### src/hw/rtl/sukt_enc.sv
// sukt_enc: one-hot to index encoder over the cell row
// depends on nothing; used by sorted_unique_key_table_top
module sukt_enc #(
    parameter int N     = 64,
    parameter int IDX_W = 7
) (
    input  logic [N-1:0]     i_onehot,
    output logic [IDX_W-1:0] o_index
);

    // or together the indices of set bits
    always_comb begin
        o_index = '0;
        for (int i = 0; i < N; i++) begin
            if (i_onehot[i]) begin
                o_index = o_index | IDX_W'(i);
            end
        end
    end

endmodule
### config.mk
export PLATFORM = sky130hd
export DESIGN_NAME = sukt_enc
export DESIGN_NICKNAME = d
export VERILOG_FILES = /design/src/hw/rtl/sukt_enc.sv
export SDC_FILE = /design/constraint.sdc
export NUM_CORES = 1
export LEC_CHECK = 0
export BUFFER_PORTS_ARGS = -buffer_cell sky130_fd_sc_hd__buf_4
export CORE_AREA = 2 2 39 41
export DETAILED_ROUTE_END_ITERATION = 8
export DIE_AREA = 0 0 41 43
export GPL_ROUTABILITY_DRIVEN = 0
export PLACE_DENSITY = 0.83
export SLEW_MARGIN = 20
export SYNTH_ARGS = -nofsm -noshare
export SYNTH_HDL_FRONTEND = slang
export SYNTH_SLANG_ARGS = --single-unit
### constraint.sdc
create_clock -name vclk -period 3.4
set_clock_uncertainty 0.05 [all_clocks]
set_input_delay 0.51 -clock vclk [all_inputs]
set_output_delay 0.51 -clock vclk [all_outputs]
set_load 0.005 [all_outputs]
== Word level (Yosys, flattened, before mapping) ==
Index checks and enable logic that the tools add are counted.

* Muxes and demuxes: 63

{| class="wikitable"
|+ Operators with widths
! kind !! number
|-
| 2-to-1 mux 6 bit || 32
|-
| 2-to-1 mux 5 bit || 16
|-
| 2-to-1 mux 4 bit || 8
|-
| 2-to-1 mux 3 bit || 4
|-
| 2-to-1 mux 2 bit || 2
|-
| 2-to-1 mux 1 bit || 1
|}

* Register bits: 0
* Bits of input ports: 64
* Output and inout port bits: 7
* Word-level logic and storage cells: 63

== Logic depth before layout (Yosys ltp) ==
* Depth in word-level cells: 63
* Gate-level depth with buffers: 3
* Depth with buffers taken out: 3

== Worst setup path after synthesis ==
OpenSTA, ideal clock, no wires.

* Path kind: input to output
* Start: input i_onehot[24]
* End: output o_index[3]
* Arrival time: 1.900 ns
* Required time: 2.840 ns
* Path slack: 0.940 ns
* Stages on the path: 3
* Path buffers: 0
* Path through: or4_1 > or4_1 > or4_1

* Longest elaborated chain between the ends: 40

{| class="wikitable"
|+ Ends and longest elaborated chain
! element !! RTL line !! source
|-
| start, declared || 7 || <nowiki>input logic [N-1:0] i_onehot,</nowiki>
|-
| 2-to-1 mux 5 bit (8 in a row) || 15 || <nowiki>if (i_onehot[i]) begin</nowiki>
|-
| 2-to-1 mux 6 bit (32 in a row) || 15 ||
|-
| end, declared || 8 || <nowiki>output logic [IDX_W-1:0] o_index</nowiki>
|}

No other way between the ends.

== Worst setup path after layout ==
Ends and elaborated chain as after synthesis.

==> key figures <==
Synth
  – Syn Std Cell Area: between 300 and 400 um2
  – Synth Instances: 52
  – Synth cell types: 17
  – Syn Nets: about 120
  – Register area share after synthesis: 0%
  – Yosys Warn Count: 0
  – Commonest cells in the netlist: 18 x nor4_1, 6 x or4_1, 5 x nor3_1
  – Largest area contributor in the netlist: nor4_1
  – Main area contributors after synthesis: nor4_1 35%, or4_1 14%, nor3_1 7.8%, and3_1 3.9%, nand4_1 3.9%
  – Mean Syn Cell Area: 6.21 um2
  – Top cell type's share of synthesized area: a little over a third
  – Count leader, synth: nor4_1

Timing
  – Fmax: 0.366 GHz
  – Fin. max-slew vios: 0
  – Setup_tns: 0 ns
  – RSZ-0062 raised after global routing: false
  – Period minus WS final: approximately 2.7 ns
  – Tcrit/Tclk final: 80.5%
  – Hold Vio Cnt, Final: 0
  – Final setup viols: 0

GRT
  – First-pass GRT wire length: 2740 um
  – Total Routing Usage GR: a little over a fifth
  – Largest net degree at the start of global routing: 4
  – Vias in the first global route: a little under 700
  – Grt total ovfl: 0
  – Initial antenna violation count: 0

Setup path
  – CP max stage delay: approximately 0.54 ns
  – Crit-path max FO: 2
  – Crit Path Class: primary input to output port
  – Critical Path AT: between 2 and 2.5 ns
  – Crit. Startpoint: i_onehot[24]
  – CP Data Required Time: around 2.8 ns
  – Most used cell, CP: or4_1
  – Worst setup EP type: output port
  – CP endpoint: o_index[3]
  – Type of origin of the critical path: primary input
  – Crit path cell chain: buf_4 -> or4_1 -> or4_1 -> or4_1 -> buf_4
  – Worst path slowest cell: or4_1

Finish
  – Total Nets Final: approximately 190
  – ANT cells: 0
  – Layout area overhead: 164%
  – Share of cells above drive strength 1: approximately three fifths
  – FF+latch count: 0
  – Fillers: between 100 and 150
  – Number of clock buffers in the layout: 0
  – Multi-input gate area: 315 um2
  – Layout Cell Area excl Fill: between 800 and 900 um2
  – FF/Latch Area: 0 um2

Run status
  – Status: finished, final reports clean

Drt
  – WL/cell: 13.6 um
  – Max Used Layer: met3
  – Met3 routed WL: 193 um
  – Post-route DRC: 0
  – Pre-antenna DRT Iters: 4
  – Drt total wl: between 1500 and 2000 um
  – DR vias/cell: about 5.5
  – Vias: between 700 and 800
  – Met1 Routed Length: around 700 um
  – Detail Route Antenna Nets: 0
  – DRT iter0 DRCs: 24
  – DR WL met2: between 900 and 1000 um

Clock network
  – CTS Hold Buffers Added: 0
  – Post-CTS Resized: 0
  – Post-CTS Setup Bufs: 0

Pwr
  – Worst vdd ir: ~44 uV
  – Leak: roughly 0.38 nW
  – Cell Pwr Density: between 80 and 90 nW/um2

Die
  – Die ar.: about 1800 um2
  – Die Y: 43 um
  – Starting Density: between 20% and 30%
  – Die W: slightly above 40 um
  – Num rows: 14
  – Core area: approximately 1400 um2
  – I/O pin count: 71

Worst hold path
  – Worst min path class: primary input to output port
  – Min-delay src: i_onehot[32]

Placed design
  – DP Area: between 800 and 900 um2
  – Port bufs: between 60 and 70

Run
  – Max-cap viol count: 0
## placed cells by master (no fill, tap or decap), drive strengths merged, types with 2 or more instances in the layout
cell and instances:
or2 2, and3 2, buf 69, nor3 5
nor2 3, nor4 18, nand3 2, nand4 2
or4 6, nand2 3, or3 2
## stage by stage
| stage | hold WS [ns] | util (%) | std cells | setup slack [ns] | power (mW) |
|---|---|---|---|---|---|
| final | 1.26 | 61.7 | 136 | 0.664 | 0.0736 |
| after floorplan | 1.08 | - | 52 | 0.940 | 0.00960 |
| after global placement | 1.26 | 61.7 | 136 | 0.649 | 0.0725 |
| after CTS | 1.26 | 61.7 | 136 | 0.669 | 0.0735 |
| after detailed placement | 1.26 | 61.7 | 136 | 0.669 | 0.0733 |
| after global routing | 1.28 | 61.7 | 136 | 0.613 | 0.0795 |
## report_power, final
group | internal [mW] | switching, mW | total (mW) | leakage [nW]
logic | 0.0509 | 0.0227 | 0.0736 | 0.381
registers | 0 | 0 | 0 | 0
clock network | 0 | 0 | 0 | 0
total | 0.0509 | 0.0227 | 0.0736 | 0.381
## worst max-delay path, delay by kind of cell
kind	cells	cell delay, ns
buffers and inverters	2	0.25
and+or+nand+nor	3	1.41
## metal layers
layer / vias to the layer above / global-route usage (%)
met5: - / 0
met4: 0 / 0
met3: 0 / 0.524
met2: 40 / 40.0
met1: 346 / 25.9
li1: 364 / -
## area by class of cell
| cell class | instances | share of cell area, % |
|---|---|---|
| timing repair buffer | 69 | 60.7 |
| tap | 16 | 2.35 |
| multi-input combinational | 51 | 37.0 |
## logic make-up after synthesis
family        count (synthesis)  synth area share (%)
simple gates                 50                  96.5
other cells                   1                  1.16
buf+inv                       1                  2.33
## how the worst min path moves through the flow
stage,depth (start not counted),to
after floorplan,2,o_index[5]
after global placement,4,o_index[5]
after detailed placement,4,o_index[5]
after CTS,4,o_index[5]
after global routing,4,o_index[4]
final,4,o_index[5]
(Power assumes the default switching activity.)
