## src/hw/rtl/sukt_pkg.sv

```systemverilog
// sukt_pkg: shared types and codes for the sorted unique key table
// depends on nothing; imported by the interfaces, the cell row and the top level
package sukt_pkg;

    localparam int KEY_W    = 32;
    localparam int KIND_W   = 2;
    localparam int STATUS_W = 3;

    typedef logic signed [KEY_W-1:0] t_key;

    // item kinds
    typedef enum logic [KIND_W-1:0] {
        K_INSERT    = 2'd0,
        K_FIND      = 2'd1,
        K_LIST_ASC  = 2'd2,
        K_LIST_DESC = 2'd3
    } t_kind;

    // result status codes
    typedef enum logic [STATUS_W-1:0] {
        S_PRESENT  = 3'd0,
        S_INSERTED = 3'd1,
        S_ABSENT   = 3'd2,
        S_FULL     = 3'd3,
        S_LISTED   = 3'd4,
        S_EMPTY    = 3'd5
    } t_status;

    // controller states
    typedef enum logic [1:0] {
        ST_IDLE,
        ST_CMP,
        ST_EXEC,
        ST_LIST
    } t_state;

    // compare flags a cell holds and shows to its neighbors
    typedef struct packed {
        logic lt;   // stored key below the probe key
        logic eq;   // stored key equals the probe key
        logic hit;  // stored key inside the list range
    } t_cell_st;

    // controls broadcast from the sequencer to every cell
    typedef struct packed {
        logic cmp_en;     // capture compare flags
        logic ins_en;     // open a slot and write the new key
        logic tok_load;   // place the read token at the run start
        logic tok_shift;  // pass the read token to the next cell
        logic desc;       // token walks downward
    } t_cell_ctl;

endpackage

```

## src/hw/rtl/sukt_cell.sv

```systemverilog
// sukt_cell: one slot of the sorted table, key register, compare flags and read token
// depends on sukt_pkg; instantiated in a row by sorted_unique_key_table_top
module sukt_cell import sukt_pkg::*; #(
    parameter int IDX   = 0,
    parameter int POS_W = 7
) (
    input  logic             i_clk,
    input  logic             i_rst_n,
    input  t_cell_ctl        i_ctl,
    input  logic [POS_W-1:0] i_count,
    input  t_key             i_key,
    input  t_key             i_range_low,
    input  t_key             i_range_high,
    input  t_key             i_left_key,
    input  t_cell_st         i_left_st,
    input  t_cell_st         i_right_st,
    input  logic             i_left_tok,
    input  logic             i_right_tok,
    output t_key             o_key,
    output t_cell_st         o_st,
    output logic             o_tok,
    output logic             o_bnd,
    output logic             o_tok_last
);

    t_key     r_key;
    t_cell_st r_st;
    t_cell_st n_st;
    logic     r_tok;
    logic     w_occ;

    // slot holds a live key when its index is below the fill count
    assign w_occ = (POS_W'(IDX) < i_count);

    // compare the stored key against the probe and the range
    always_comb begin
        n_st.lt  = w_occ && (r_key < i_key);
        n_st.eq  = w_occ && (r_key == i_key);
        n_st.hit = w_occ && (r_key >= i_range_low) && (r_key <= i_range_high);
    end

    // flags and key; on insert the boundary slot takes the new key, every slot above it its left neighbor
    always_ff @(posedge i_clk) begin
        if (i_ctl.cmp_en) begin
            r_st <= n_st;
        end
        if (i_ctl.ins_en && !r_st.lt) begin
            r_key <= i_left_st.lt ? i_key : i_left_key;
        end
    end

    // read token, loaded at the run start and walked one cell per beat
    always_ff @(posedge i_clk) begin
        if (!i_rst_n) begin
            r_tok <= 1'b0;
        end else if (i_ctl.tok_load) begin
            r_tok <= i_ctl.desc ? (r_st.hit && !i_right_st.hit)
                                : (r_st.hit && !i_left_st.hit);
        end else if (i_ctl.tok_shift) begin
            r_tok <= i_ctl.desc ? i_right_tok : i_left_tok;
        end
    end

    assign o_key      = r_key;
    assign o_st       = r_st;
    assign o_tok      = r_tok;
    // insert boundary: first slot whose key is not below the probe
    assign o_bnd      = !r_st.lt && i_left_st.lt;
    // token sits at the far end of the run
    assign o_tok_last = r_tok && (i_ctl.desc ? !i_left_st.hit : !i_right_st.hit);

endmodule

```

## config.mk

```make
export PLATFORM = sky130hd
export DESIGN_NAME = sukt_cell
export DESIGN_NICKNAME = d
export VERILOG_FILES = /design/src/hw/rtl/sukt_pkg.sv /design/src/hw/rtl/sukt_cell.sv
export SDC_FILE = /design/constraint.sdc
export NUM_CORES = 1
export LEC_CHECK = 0
export ABC_CLOCK_PERIOD_IN_PS = 2330
export BUFFER_PORTS_ARGS = -buffer_cell sky130_fd_sc_hd__buf_4
export CAP_MARGIN = 20
export CELL_PAD_IN_SITES_DETAIL_PLACEMENT = 0
export CELL_PAD_IN_SITES_GLOBAL_PLACEMENT = 1
export CORE_MARGIN = 2
export CORE_UTILIZATION = 32
export CTS_BUF_LIST = sky130_fd_sc_hd__clkbuf_4
export DETAILED_ROUTE_END_ITERATION = 7
export PLACE_DENSITY = 0.8
export SLEW_MARGIN = 0
export SYNTH_ARGS = -nofsm -noshare
export SYNTH_HDL_FRONTEND = slang
export SYNTH_SLANG_ARGS = --single-unit
```

## constraint.sdc

```tcl
create_clock -name i_clk -period 2.33 [get_ports i_clk]
set_clock_uncertainty 0.05 [all_clocks]
set_input_delay 0.233 -clock i_clk [delete_from_list [all_inputs] [get_ports i_clk]]
set_output_delay 0.233 -clock i_clk [all_outputs]
set_load 0.01 [all_outputs]
```

**Yosys cells after proc, flatten, opt, wreduce, memory -nomap -nowiden**

Cells that the tools add are included.

- Flip-flop bits (word level): 36
- Bits in latches: 0
- RAM bits: 0
- ROM bits: 0
- Input port bits: 150
- Output and inout port bits: 38
- Logic and storage cells: 29
- Memories: 0

- $add $sub $neg: 0
- Multipliers: 0
- Divide/modulo/power cells: 0
- $lt $le $gt $ge: 4
- Eq/ne operators: 1
- Shift operators: 0
- Muxes and demuxes: 6
- Bitwise operators: 0
- Reduce and logical (&&, ||, !) cells: 13

Operators by type and width:

| cell | number |
|---|---|
| $eq A32 B32 Y1 | 1 |
| $ge A32 B32 Y1 | 1 |
| $le A32 B32 Y1 | 1 |
| $lt A32 B32 Y1 | 1 |
| $mux W32 | 1 |
| $logic_and A1 B1 Y1 | 9 |
| $lt A1 B7 Y1 const A | 1 |
| $mux W1 | 5 |
| $logic_not A1 Y1 | 3 |
| $reduce_bool A2 Y1 | 1 |

**Logic depth before layout (Yosys ltp)**

- Depth after elaboration: 4
- Mapped depth: 8
- Mapped depth without buffers: 8

**Worst setup path after synthesis**

No wires, ideal clock.

- Path kind: register to register
- Start point: register r_st (netlist bit o_st[2])
- End point: register r_key[0] (netlist: o_key[0]), enable pin
- Setup time: 0.424 ns
- Arrival time: 1.910 ns
- Required time: 1.856 ns
- Slack: -0.055 ns
- Cell stages (with the launch flop): 2
- Path buffers: 0
- Period minus slack after synthesis: 2.385 ns
- Path through: edfxtp_1 nor2b_1

- Word-level cells in the longest chain between the ends: 2

Ends and longest elaborated chain:

| element | RTL line | text |
|---|---|---|
| start: declaration | sukt_cell.sv:27 | `t_cell_st r_st;` |
| start signal: assignment | sukt_cell.sv:45 | `r_st <= n_st;` |
| $logic_not A1 Y1 | sukt_cell.sv:47 | `if (i_ctl.ins_en && !r_st.lt) begin` |
| $logic_and A1 B1 Y1 | sukt_cell.sv:47 |  |
| end signal: assignment | sukt_cell.sv:48 | `r_key <= i_left_st.lt ? i_key : i_left_key;` |
| end: declaration | sukt_cell.sv:26 | `t_key r_key;` |

Every way passes these cells.
A chain may end at the register's enable or synchronous reset.

==> summary by stage <==
Status
The flow ran to the end, and the final reports show no timing, DRC or antenna violations.

Logic synthesis
Of all flip-flops after synthesis, the portion carrying an async set or reset was 0. The average instance area after synthesis is roughly 9.6 µm². The post-synthesis net count is between 600 and 700.

The number of distinct library cell variants in the gate-level netlist after synthesis is around 50. The sequential fraction of the synthesis area is 0.2650. Counting flops with a built-in enable in the synthesized netlist gives 35. Of all cell types, the one taking the most synthesized area is ha_1.

The fraction of post-synthesis cell area in the top cell type by area is 0.2972. The commonest register cell after synthesis is edfxtp_1. The cell area after technology mapping is a little over 4000 µm². The count of warnings emitted by yosys is 0. Synthesis produced 422 cells.

In the post-synthesis netlist, the biggest area contributors are ha_1, edfxtp_1, inv_1. In this run, synthesis produced a sequential element count of 36.

GRT
The number of global-route vias before repair came to roughly 3900. The overall track demand over capacity in global routing is 0.1788. For this run the aggregate overflow at the end of global routing stands at 0. The first global-routing pass estimated between 15000 and 20000 µm of wire. The pin count of the biggest net entering global routing is 34. The initial antenna violation count was 0.

Worst setup path
The worst setup path category is reg2reg. The type of destination of the critical path is a flip-flop. The data arrival time of the worst path is around 2.5 ns. For the worst setup path, the data required time is 2.48 ns. In this run the critical register-to-register path is captured at o_st[0]$_DFFE_PP_.

In this run the critical register-to-register path is launched from o_key[28]$_DFFE_PP_. The number of cell instances on the worst register-to-register path is 7. The cell with the largest stage delay on the worst path is edfxtp_1.

The largest stage delay on the critical path is about 0.48 ns. The critical path goes through ha_1 -> nand4_1 -> and4bb_2 -> inv_1 -> o32ai_1 -> nor4_1 -> nor4bb_2. STA classifies the critical path startpoint as a flip-flop. In this run the worst path has a maximum fanout of 4.

For flop-to-flop paths, the worst setup slack is between 0.005 and 0.006 ns.

Flow run
The number of maximum-capacitance violations is 0.

Power and ir drop
Internal power comes to around 1400 µW. The net switching fraction of the power is 0.3293. The static power due to leakage is 0.003251 µW. The analysis attributes to net switching a power of 696.6 µW. The sequential fraction of design power is 0.388.

In this run the power density over the cells is 349.7 nW/µm². The peak ir drop on the vdd network is 0.0001986 V. The share of total power dissipated in combinational logic is 0.428. The share of total power dissipated in the clock network is 0.184.

The total chip power is ~2100 µW.

STA
The tightest hold path in the finished design has a slack of ~0.035 ns. Setup repair after global routing could not meet its margin everywhere. The share of the clock period used by the worst path is 0.9975. Subtracting the final worst setup slack from the clock period gives around 2.3 ns. The number of hold violations in the final report is 0. The total count of max-transition violations in the final report is 0. Timing would allow up to around 430 MHz. The post-route setup TNS is 0 ns.

Setup violations remaining at the end of the flow were counted as 0. The transition time at the pin with the least slew margin is ~0.48 ns. Measured against its own limit, the worst slew margin works out to 0.6806.

Worst hold path
The worst min-delay path category is in2reg. Along the worst hold path, the cell count comes to 2. The startpoint of the worst hold path is i_rst_n. The worst hold path terminates at o_tok$_SDFFE_PN0P_.

Routing
Wires add up to around 12000 µm. For this run, design rule violations remaining after detail routing come to 0. Detailed routing inserted a total of roughly 3900 vias. The number of detailed-routing iterations run before antenna repair is 4. The via density per instance is ~4.8. The average routed wire per standard cell is 15.17 µm. After the first detailed-routing iteration, the DRC count stood at around 90. The count of nets left with antenna violations once routing finished came out at 0.

Floorplanning
The total core area is approximately 12000 µm². ~190 I/O pins were placed. The cell row count is between 40 and 50. The area of the die is approximately 14000 µm². The chip height is around 120 µm.

The x dimension of the die is around 120 µm. The initial core utilization is 0.3242.

Clocking
Counting along the longest clock path gives a buffer depth of 2. The H-tree generated during clock tree synthesis spans 2 levels. Clock-pin slew was measured on the worst setup and hold paths at 0.13 ns. The number of buffers created by CTS is 5. Counting every sink on the clock net gives 36. The CTS root buffer is clkbuf_4. The clock reaches the later pin of the worst-skew pair after 0.37 ns. The TritonCTS clock tree is yes.

Placement
The weighted congestion reported at the end of routability-driven placement is around 0.84. The number of buffers added on ports is 184. The HPWL after detailed placement is 10350 µm.

Cells and area
The area growth from synthesis to layout is 49.69%. The diode insertion count for antenna repair is 0. In the layout the commonest cells are buf_4, inv_1, ha_1. The commonest non-fill, non-tap cell in the layout is buf_4.

The number of nets at the end of the flow is just under 900. The fraction of final layout cells with drive strength greater than 1 is 0.4351. After filler insertion, the fill cell instance count of the layout stands at roughly 1200.
[worst max-delay path by stage]
| stage | to | slack [ns] | from | cells after the start |
|---|---|---|---|---|
| 2_1_floorplan | o_st[2]$_DFFE_PP_ | 0.14 | o_key[1]$_DFFE_PP_ | 7 |
| 3_3_place_gp | o_st[0]$_DFFE_PP_ | -0.02 | o_key[11]$_DFFE_PP_ | 8 |
| 3_5_place_dp | o_st[0]$_DFFE_PP_ | -0.08 | o_key[11]$_DFFE_PP_ | 8 |
| 4_1_cts | o_st[0]$_DFFE_PP_ | -0.005 | o_key[31]$_DFFE_PP_ | 7 |
| 5_1_grt | o_st[0]$_DFFE_PP_ | -0.08 | o_key[9]$_DFFE_PP_ | 7 |
| 6_report | o_st[0]$_DFFE_PP_ | 0.006 | o_key[28]$_DFFE_PP_ | 7 |
[cells in the mapped netlist, types with 2 or more instances]
| cell type | number |
|---|---|
| inv_1 | 98 |
| ha_1 | 96 |
| edfxtp_1 | 35 |
| mux2_2 | 32 |
| a21oi_1 | 28 |
| nand2_1 | 17 |
| nand4_1 | 16 |
| a21o_1 | 13 |
| nor2_1 | 7 |
| nand3_1 | 6 |
| nor2b_1 | 6 |
| o21ai_0 | 6 |
| a211oi_1 | 5 |
| and4_1 | 5 |
| clkbuf_1 | 4 |
| mux2i_1 | 4 |
| a221oi_1 | 2 |
| and2_1 | 2 |
| nor2b_4 | 2 |
| nor4_1 | 2 |
| nor4_2 | 2 |
| o2111ai_1 | 2 |
| o211a_1 | 2 |
| o211ai_2 | 2 |
| o21a_1 | 2 |
| o21ai_1 | 2 |
| o311a_1 | 2 |
[power by group through the flow]
| stage | clock, µW | sequential (µW) | combinational [µW] |
|---|---|---|---|
| finish | 390 | 820 | 906 |
| CTS | 420 | 821 | 880 |
| floorplan | 0 | 846 | 411 |
| global route | 439 | 827 | 1020 |
| detailed placement | 0 | 838 | 846 |
| global placement | 0 | 835 | 823 |
[through the flow]
stage	setup WS (ns)	instances	utilization	area, µm²
6_report	0.005776	811	0.4853	6050
5_1_grt	-0.08403	811	0.4853	6050
4_1_cts	-0.004953	805	0.4725	5891
3_5_place_dp	-0.07529	788	0.4601	5736
3_3_place_gp	-0.01688	788	0.4601	5736
2_1_floorplan	0.1418	422	-	4044
[logic make-up after synthesis]
kind of cell | share of synthesized area
mux | 0.09907
compound gates | 0.1263
buf+inv | 0.09474
fa+ha+maj | 0.2972
flops | 0.2650
simple gates | 0.1177
[layout make-up]
class                   instances  area (µm²)  area share
clock buffers                   7       52.55    0.008687
clock inverters                 1       5.005   0.0008273
inverters                      98       367.9     0.06081
multi-input cells             284        2733      0.4517
flip-flops and latches         36        1071      0.1770
well taps                     172       215.2     0.03557
repair buffers                213        1605      0.2654
[metal layers]
layer / wire (µm) / track usage / up-vias / part of all wire
met5: 0 / 0 / - / 0
met4: 151 / 0.04048 / 0 / 0.012
met3: 665 / 0.03166 / 12 / 0.054
met2: 6052 / 0.3275 / 116 / 0.49
met1: 5435 / 0.2180 / 1778 / 0.44
li1: - / - / 1950 / -
[critical path, delay by kind of cell (launching register included)]
family	cells	cell delay (ns)
compound gates	1	0.22
fa+ha+maj	1	0.32
buf+inv	1	0.05
flops	1	0.48
simple gates	4	1.04
[flip-flops by register name, summed over array words and instances (netlist names)]
name / flops
o_key: 32
o_st: 3
o_tok: 1
[timing repair]
action / 4_1_cts / 5_1_grt
hold endpoints to repair: 0 / 1
setup endpoints to repair: 2 / 2
hold buffers: 0 / 1
pin swaps: 6 / 14
setup buffers: 9 / 5
resized for setup: 6 / 14
(Power assumes the default switching activity.)
